==> config.mk <==
export PLATFORM = sky130hd
export DESIGN_NAME = priority_thread_scheduler
export DESIGN_NICKNAME = d
export VERILOG_FILES = /design/src/rtl/pts_pkg.sv /design/src/rtl/pts_step_unit.sv /design/src/rtl/priority_thread_scheduler.sv
export SDC_FILE = /design/constraint.sdc
export NUM_CORES = 2
export LEC_CHECK = 0
export BUFFER_PORTS_ARGS = -buffer_cell sky130_fd_sc_hd__clkbuf_2
export CAP_MARGIN = 25
export CORE_UTILIZATION = 65
export DETAILED_ROUTE_END_ITERATION = 12
export HOLD_SLACK_MARGIN = 0.1
export PLACE_DENSITY_LB_ADDON = 0.3
export SLEW_MARGIN = 20
export SYNTH_ARGS = -nofsm -noshare
export SYNTH_HDL_FRONTEND = slang
export SYNTH_SLANG_ARGS = --single-unit
==> constraint.sdc <==
create_clock -name clk_i -period 15.1 [get_ports clk_i]
set_clock_uncertainty 0.15 [all_clocks]
set_input_delay 0.755 -clock clk_i [delete_from_list [all_inputs] [get_ports clk_i]]
set_output_delay 0.755 -clock clk_i [all_outputs]
set_load 0.01 [all_outputs]
==> src/rtl/pts_pkg.sv <==
// ----------------------------------------------------------------------------
// pts_pkg
// shared types and constants of the priority thread scheduler
// ----------------------------------------------------------------------------
package pts_pkg;

  localparam int unsigned MaxThreads = 8;
  localparam int unsigned NumSems    = 8;

  typedef enum logic [2:0] {
    CMD_CREATE  = 3'd0,
    CMD_KILL    = 3'd1,
    CMD_SLEEP   = 3'd2,
    CMD_TICK    = 3'd3,
    CMD_SCHED   = 3'd4,
    CMD_WAIT    = 3'd5,
    CMD_SIGNAL  = 3'd6,
    CMD_SEMSET  = 3'd7
  } cmd_e;

  typedef enum logic [2:0] {
    ST_OK        = 3'd0,
    ST_FULL      = 3'd1,
    ST_LAST      = 3'd2,
    ST_NO_THREAD = 3'd3,
    ST_NO_WAITER = 3'd4
  } status_e;

  // one slot presented to the compare unit on a ring walk step
  typedef struct packed {
    logic        active;
    logic        ready;
    logic [7:0]  prio;
    logic        blocked;
    logic [2:0]  block_sem;
    logic [2:0]  next;
  } slot_view_t;

  // compare unit result for one step
  typedef struct packed {
    logic better;
    logic waiter;
    logic pred;
  } step_res_t;

endpackage

==> src/rtl/pts_step_unit.sv <==
// ----------------------------------------------------------------------------
// pts_step_unit
// shared compare unit used once per ring walk step
// ----------------------------------------------------------------------------
module pts_step_unit (
  input  pts_pkg::slot_view_t view_i,
  input  logic [8:0]          best_prio_i,
  input  logic [2:0]          sem_id_i,
  input  logic [2:0]          target_i,
  output pts_pkg::step_res_t  res_o
);
  always_comb begin
    res_o.better = view_i.ready && ({1'b0, view_i.prio} < best_prio_i);
    res_o.waiter = view_i.active && view_i.blocked && (view_i.block_sem == sem_id_i);
    res_o.pred   = (view_i.next == target_i);
  end
endmodule

==> src/rtl/priority_thread_scheduler.sv <==
// ----------------------------------------------------------------------------
// priority_thread_scheduler
// command driven thread slot scheduler with semaphores
// ----------------------------------------------------------------------------
// One command is taken at a time. Simple commands pass through the execute
// state and then present their result in the output register. Create scans
// the slots for a free one, kill finds the predecessor of the running slot,
// schedule and signal walk the ring: each of these visits up to 8 slots, and
// kill, schedule and signal test each visited slot through one shared compare
// unit. tready is low while a command is in work or its result waits in the
// output register, and comes back in the cycle after the output transfer, so a
// new command is taken only once the last result has been transferred.
module priority_thread_scheduler (
  input  logic        clk_i,
  input  logic        rst_ni,
  input  logic        s_axis_tvalid,
  output logic        s_axis_tready,
  // cmd[2:0], priority_req[10:3], sleep_ms[42:11], sem_id[45:43],
  // sem_value[61:46], zero[63:62]
  input  logic [63:0] s_axis_tdata,
  output logic        m_axis_tvalid,
  input  logic        m_axis_tready,
  // status[2:0], running_thread[5:3], new_slot[8:6], reschedule[9],
  // sem_count[25:10], active_count[29:26], zero[31:30]
  output logic [31:0] m_axis_tdata
);
  typedef enum logic [2:0] {S_IDLE, S_EXEC, S_WALK, S_OUT} state_e;

  state_e      state_q;
  logic [2:0]  cmd_q;
  logic [7:0]  prio_q;
  logic [31:0] ms_q;
  logic [2:0]  sid_q;
  logic [15:0] sval_q;

  logic [7:0]  act_q, blk_q;
  logic [7:0]  pri_q  [8];
  logic [31:0] slp_q  [8];
  logic [2:0]  nxt_q  [8];
  logic [2:0]  bsem_q [8];
  logic [15:0] sem_q  [8];
  logic [2:0]  run_q;
  logic [3:0]  tot_q;

  logic [2:0]  cur_q, best_q;
  logic [8:0]  bestp_q;
  logic [3:0]  cnt_q;
  logic [2:0]  st_q, new_q;
  logic        rs_q;

  pts_pkg::slot_view_t view;
  pts_pkg::step_res_t  res;

  always_comb begin
    view.active    = act_q[cur_q];
    view.ready     = (slp_q[cur_q] == 32'd0) && !blk_q[cur_q];
    view.prio      = pri_q[cur_q];
    view.blocked   = blk_q[cur_q];
    view.block_sem = bsem_q[cur_q];
    view.next      = nxt_q[cur_q];
  end

  pts_step_unit u_step (
    .view_i(view), .best_prio_i(bestp_q), .sem_id_i(sid_q),
    .target_i(run_q), .res_o(res)
  );

  logic run_live;
  assign run_live = (tot_q != 4'd0) && act_q[run_q];
  logic [15:0] semc;
  assign semc = sem_q[sid_q];

  // commands that go on to a slot scan or ring walk after the execute cycle
  logic exec_walk;
  always_comb begin
    unique case (pts_pkg::cmd_e'(cmd_q))
      pts_pkg::CMD_CREATE: exec_walk = (tot_q != 4'd0) && (tot_q < 4'd8) && run_live;
      pts_pkg::CMD_KILL:   exec_walk = run_live && (tot_q > 4'd1);
      pts_pkg::CMD_SCHED:  exec_walk = (tot_q != 4'd0);
      pts_pkg::CMD_SIGNAL: exec_walk = ($signed(semc) < 16'sd0) && (tot_q != 4'd0);
      default:             exec_walk = 1'b0;
    endcase
  end

  assign s_axis_tready = (state_q == S_IDLE);
  assign m_axis_tvalid = (state_q == S_OUT);
  assign m_axis_tdata  = {2'b00, tot_q, semc, rs_q, new_q, run_q, st_q};

  always_ff @(posedge clk_i or negedge rst_ni) begin
    if (!rst_ni) begin
      state_q <= S_IDLE;
      act_q   <= '0;
      blk_q   <= '0;
      run_q   <= '0;
      tot_q   <= '0;
      for (int k = 0; k < 8; k++) begin
        slp_q[k] <= '0;
        sem_q[k] <= '0;
      end
    end else begin
      unique case (state_q)
        S_IDLE: begin
          if (s_axis_tvalid) begin
            cmd_q  <= s_axis_tdata[2:0];
            prio_q <= s_axis_tdata[10:3];
            ms_q   <= s_axis_tdata[42:11];
            sid_q  <= s_axis_tdata[45:43];
            sval_q <= s_axis_tdata[61:46];
            st_q   <= pts_pkg::ST_OK;
            new_q  <= '0;
            rs_q   <= 1'b0;
            state_q <= S_EXEC;
          end
        end
        S_EXEC: begin
          state_q <= exec_walk ? S_WALK : S_OUT;
          unique case (pts_pkg::cmd_e'(cmd_q))
            pts_pkg::CMD_CREATE: begin
              if (tot_q == 4'd0) begin
                act_q[0] <= 1'b1; pri_q[0] <= prio_q; slp_q[0] <= '0;
                blk_q[0] <= 1'b0; bsem_q[0] <= '0; nxt_q[0] <= '0;
                run_q <= '0; tot_q <= 4'd1;
              end else if (tot_q >= 4'd8) st_q <= pts_pkg::ST_FULL;
              else if (!run_live) st_q <= pts_pkg::ST_NO_THREAD;
              else cur_q <= '0;
            end
            pts_pkg::CMD_KILL: begin
              if (!run_live) st_q <= pts_pkg::ST_NO_THREAD;
              else if (tot_q <= 4'd1) st_q <= pts_pkg::ST_LAST;
              else begin
                cur_q <= nxt_q[run_q]; cnt_q <= '0;
              end
            end
            pts_pkg::CMD_SLEEP: begin
              if (!run_live) st_q <= pts_pkg::ST_NO_THREAD;
              else begin slp_q[run_q] <= ms_q; rs_q <= 1'b1; end
            end
            pts_pkg::CMD_TICK: begin
              for (int k = 0; k < 8; k++)
                if (slp_q[k] != 32'd0) slp_q[k] <= slp_q[k] - 32'd1;
            end
            pts_pkg::CMD_SCHED: begin
              if (tot_q == 4'd0) st_q <= pts_pkg::ST_NO_THREAD;
              else begin
                cur_q <= nxt_q[run_q]; best_q <= nxt_q[run_q];
                bestp_q <= 9'd256; cnt_q <= '0;
              end
            end
            pts_pkg::CMD_WAIT: begin
              if (!run_live) st_q <= pts_pkg::ST_NO_THREAD;
              else begin
                if (semc != 16'h8000) sem_q[sid_q] <= semc - 16'd1;
                if ($signed(semc) <= 16'sd0) begin
                  blk_q[run_q] <= 1'b1; bsem_q[run_q] <= sid_q; rs_q <= 1'b1;
                end
              end
            end
            pts_pkg::CMD_SIGNAL: begin
              if (semc != 16'h7FFF) sem_q[sid_q] <= semc + 16'd1;
              // raised count still <= 0 means someone waits
              if ($signed(semc) < 16'sd0) begin
                if (tot_q == 4'd0) st_q <= pts_pkg::ST_NO_WAITER;
                else begin
                  cur_q <= nxt_q[run_q]; cnt_q <= '0;
                end
              end
            end
            default: sem_q[sid_q] <= sval_q;
          endcase
        end
        S_WALK: begin
          unique case (pts_pkg::cmd_e'(cmd_q))
            pts_pkg::CMD_CREATE: begin
              if (!act_q[cur_q]) begin
                act_q[cur_q] <= 1'b1; pri_q[cur_q] <= prio_q; slp_q[cur_q] <= '0;
                blk_q[cur_q] <= 1'b0; bsem_q[cur_q] <= '0;
                nxt_q[cur_q] <= nxt_q[run_q]; nxt_q[run_q] <= cur_q;
                tot_q <= tot_q + 4'd1; new_q <= cur_q; state_q <= S_OUT;
              end else if (cur_q == 3'd7) begin
                st_q <= pts_pkg::ST_FULL; state_q <= S_OUT;
              end else cur_q <= cur_q + 3'd1;
            end
            pts_pkg::CMD_KILL: begin
              if (res.pred || cnt_q == 4'd7) begin
                nxt_q[cur_q] <= nxt_q[run_q]; act_q[run_q] <= 1'b0;
                tot_q <= tot_q - 4'd1; rs_q <= 1'b1; state_q <= S_OUT;
              end else begin
                cur_q <= nxt_q[cur_q]; cnt_q <= cnt_q + 4'd1;
              end
            end
            pts_pkg::CMD_SCHED: begin
              logic [2:0] b;
              b = res.better ? cur_q : best_q;
              if (res.better) begin best_q <= cur_q; bestp_q <= {1'b0, view.prio}; end
              if (cnt_q + 4'd1 >= tot_q) begin run_q <= b; state_q <= S_OUT; end
              else begin cur_q <= nxt_q[cur_q]; cnt_q <= cnt_q + 4'd1; end
            end
            default: begin
              if (res.waiter) begin
                blk_q[cur_q] <= 1'b0; state_q <= S_OUT;
              end else if (cnt_q + 4'd1 >= tot_q) begin
                st_q <= pts_pkg::ST_NO_WAITER; state_q <= S_OUT;
              end else begin
                cur_q <= nxt_q[cur_q]; cnt_q <= cnt_q + 4'd1;
              end
            end
          endcase
        end
        default: if (m_axis_tready) state_q <= S_IDLE;
      endcase
    end
  end

  assert property (@(posedge clk_i) disable iff (!rst_ni) tot_q <= 4'd8)
    else $error("thread count above table size");
  assert property (@(posedge clk_i) disable iff (!rst_ni)
    (s_axis_tvalid && s_axis_tready) |=> state_q == S_EXEC)
    else $error("accepted command not executed");
  assert property (@(posedge clk_i) disable iff (!rst_ni)
    !(s_axis_tready && m_axis_tvalid))
    else $error("input taken while result pending");
endmodule
==> reports/metrics.cfg <==
[run]
drv_cap = 0

[clock_tree]
cts_tree = built
cts-root-buf = clkbuf_16
clk_pin_slew_ps = 70
cts_buffers = 66
cts.path.max_buffers = 3
clk_latency_ps = 620
cts_sinks = 613
h-tree-depth = 3

[critical_path]
critPathCaptureType = register
crit_required_ps = 15390
arrival_ps = 5740
cpMostUsedCell = o21ai_0
crit_buf_inv = 2
path_delay_family = simple AND/OR/NAND/NOR gates
crit_slowest_cell = nand3_1
crit_chain = buf_4 > and3b_1 > o21ai_0 > nand4_1 > inv_1 > a21o_1 > nand3_1 > o21ai_0 > o21ai_0
crit_type = register to register
crit_fanout = 23
cp_slowest_stage_delay_ps = 1020
startpoint_type = register

[placement]
io_buffer_count = 97
post-dp-hpwl_um = 72800
dp_cells = 4300
gp_congestion = 0.980

[floorplan]
num_rows = 85
start_util = 0.661
core-area_mm2 = 0.0541
io_pins = 102
die_w_um = 237
dieArea_mm2 = 0.0560
dieHeight_um = 237

[power]
vdd_drop_max_mv = 0.143
p_leak_nw = 15.7
p_per_area_mw_per_mm2 = 218

[finish]
layout-drive-gt1-share = 0.131
area_growth_pct = 8.37
final_nets = 3774
fillers = 3790
final_cells = 4428

[yosys]
mappedNetlistArea_mm2 = 0.0358
yosys-top-cells-count = 410 x dfrtp_1, 386 x o21ai_0, 333 x nand2_1
yosys.cell_types.count = 103
ys_seq_area_frac = 0.456
async_reset_ff_frac = 0.669
synth_area_leaders = dfrtp_1 29%, edfxtp_1 17%, o21ai_0 5.4%
ys_seq_elements = 613
yosysMostFrequentCell = dfrtp_1
yosys.area.top_type_share = 0.287
yosysTopAreaCell = dfrtp_1
synth_warnings = 0
synthCells = 3728
synth-main-ff-cell = dfrtp_1
synth_edf_count = 200
avgSynthCellArea_um2 = 9.60

[global_route]
grt_pass1_vias = 32300
antenna_found_initial = 7
grt_max_degree = 184
grt_pass1_wl_um = 181000
grt_usage = 0.415
gr-total-overflow = 0

[detailed_routing]
antenna_left = 0
wl_um = 117000
drc = 0
drt_iter0_markers = 5048
firstDrtPassIters = 9
viasPerCell = 7.46
route.detailed.wl_per_inst_um = 26.4
via_count = 33000

[worst_hold_path]
hp-class = input pin to register

[timing]
relSlewSlack = 0.182
setup_viol = 0
hold_violations = 0
setup_tns_ps = 0
hold_ws_ps = 162
max_freq_mhz = 183
tightest_slew_ps = 1230
slew_viol_final = 0
rsz0062_at_grt = false
fin_crit_sh = 0.361
fin_crit_ps = 5450

[status]
outcome = completed

==> layout by cell type, fill, tap and decap left out, types with 31 or more instances in the layout <==
master and n:
mux2_2 102, edfxtp_1 200, o31ai_1 41, o22ai_1 33, xor2_1 54, o21ai_0 386
a22oi_1 102, inv_1 62, mux2_1 41, mux4_2 49, dfrtp_1 410, and3_1 34
nor2_1 294, a221oi_1 42, buf_4 63, or3_1 31, nand3_1 81, clkbuf_16 71
a31oi_1 32, a211oi_1 33, xnor2_1 31, a21oi_1 256, clkbuf_2 96, mux2i_1 42
nor3_1 146, nor4_1 76, nand2_1 333, and2_1 40
==> cell type report <==
cell class	count	area, um^2	share of cell area
well taps	696	871	0.0225
clock inverters	23	282	0.00726
diodes	6	15.0	0.000387
clock buffers	94	1930	0.0499
repair buffers	166	1050	0.0270
flip-flops and latches	613	16300	0.421
multi-input cells	2761	18000	0.465
inverters	69	259	0.00668
==> registers in the layout, indices dropped and copies added (netlist names), 8 cells and up, named ones only <==
| signal | flops |
|---|---|
| slp_q | 256 |
| act_q | 8 |
| bsem_q | 24 |
| sval_q | 16 |
| nxt_q | 24 |
| blk_q | 8 |
| pri_q | 64 |
| sem_q | 128 |
| ms_q | 32 |
| prio_q | 8 |
| bestp_q | 9 |
==> through the flow <==
stage / worst slack (ps) / total power, mW / util / area, um^2
floorplan: 10140 / 5.53 / - / 35800
global placement: 9930 / 6.37 / 0.673 / 36400
detailed placement: 9910 / 6.58 / 0.674 / 36500
CTS: 9870 / 8.29 / 0.715 / 38700
global route: 9550 / 8.91 / 0.716 / 38800
finish: 9650 / 8.46 / 0.716 / 38800
==> routing by layer <==
layer | share of wire | up-vias | routed length [um] | GRT usage
met1 | 0.36 | 15800 | 41600 | 0.525
met3 | 0.14 | 672 | 16100 | 0.136
met2 | 0.44 | 2596 | 51300 | 0.617
met4 | 0.068 | 4 | 7900 | 0.261
met5 | 0.00022 | - | 26 | 0
li1 | - | 13900 | - | -
==> repair_timing <==
item	CTS	global route
hold buffers	1	0
setup buffers	0	0
endpoints found under the setup margin	0	0
gates resized for setup	0	0
endpoints found under the hold margin	50	0
==> report_power, final <==
part | switching (mW) | total (mW) | leakage [nW] | internal (mW)
clock network | 0.687 | 1.68 | 1.08 | 0.995
logic | 2.57 | 4.08 | 7.27 | 1.52
registers | 0.519 | 2.69 | 7.31 | 2.17
==> cells by family (layout without fill, tap and decap cells) <==
kind of cell,count (synthesis),after routing,synth area share
other,1,8,0.000105
AOI/OAI and AO/OA,1149,1149,0.202
xor gates and xnor gates,85,85,0.0208
and+or+nand+nor,1248,1248,0.174
DFF,613,613,0.456
buffers and inverters,355,352,0.0421
adders and majority gates,29,29,0.0101
muxes,248,248,0.0945
==> path summary, 6_finish.rpt <==
check	start	to	slack, ps	cells after the start
setup / recovery	cur_q[1]	slp_q[2]	9650	9
hold / removal	s_axis_tdata[32]	ms_q[21]	160	1
setup reg to reg	cur_q[1]	slp_q[2]	9650	9
hold reg to reg	sem_q[59]	sem_q[59]	330	1
max in group asynchronous	rst_ni	sem_q[115]	11220	5
min in group asynchronous	rst_ni	act_q[4]	540	2
==> worst register-to-register path: stages, from the launching register on <==
cell      delay, ps
edfxtp_1        760
buf_4           390
and3b_1         230
o21ai_0         290
nand4_1         680
inv_1           300
a21o_1          810
nand3_1        1020
o21ai_0         500
o21ai_0         140
No activity file was read; power rests on OpenSTA's default activity.
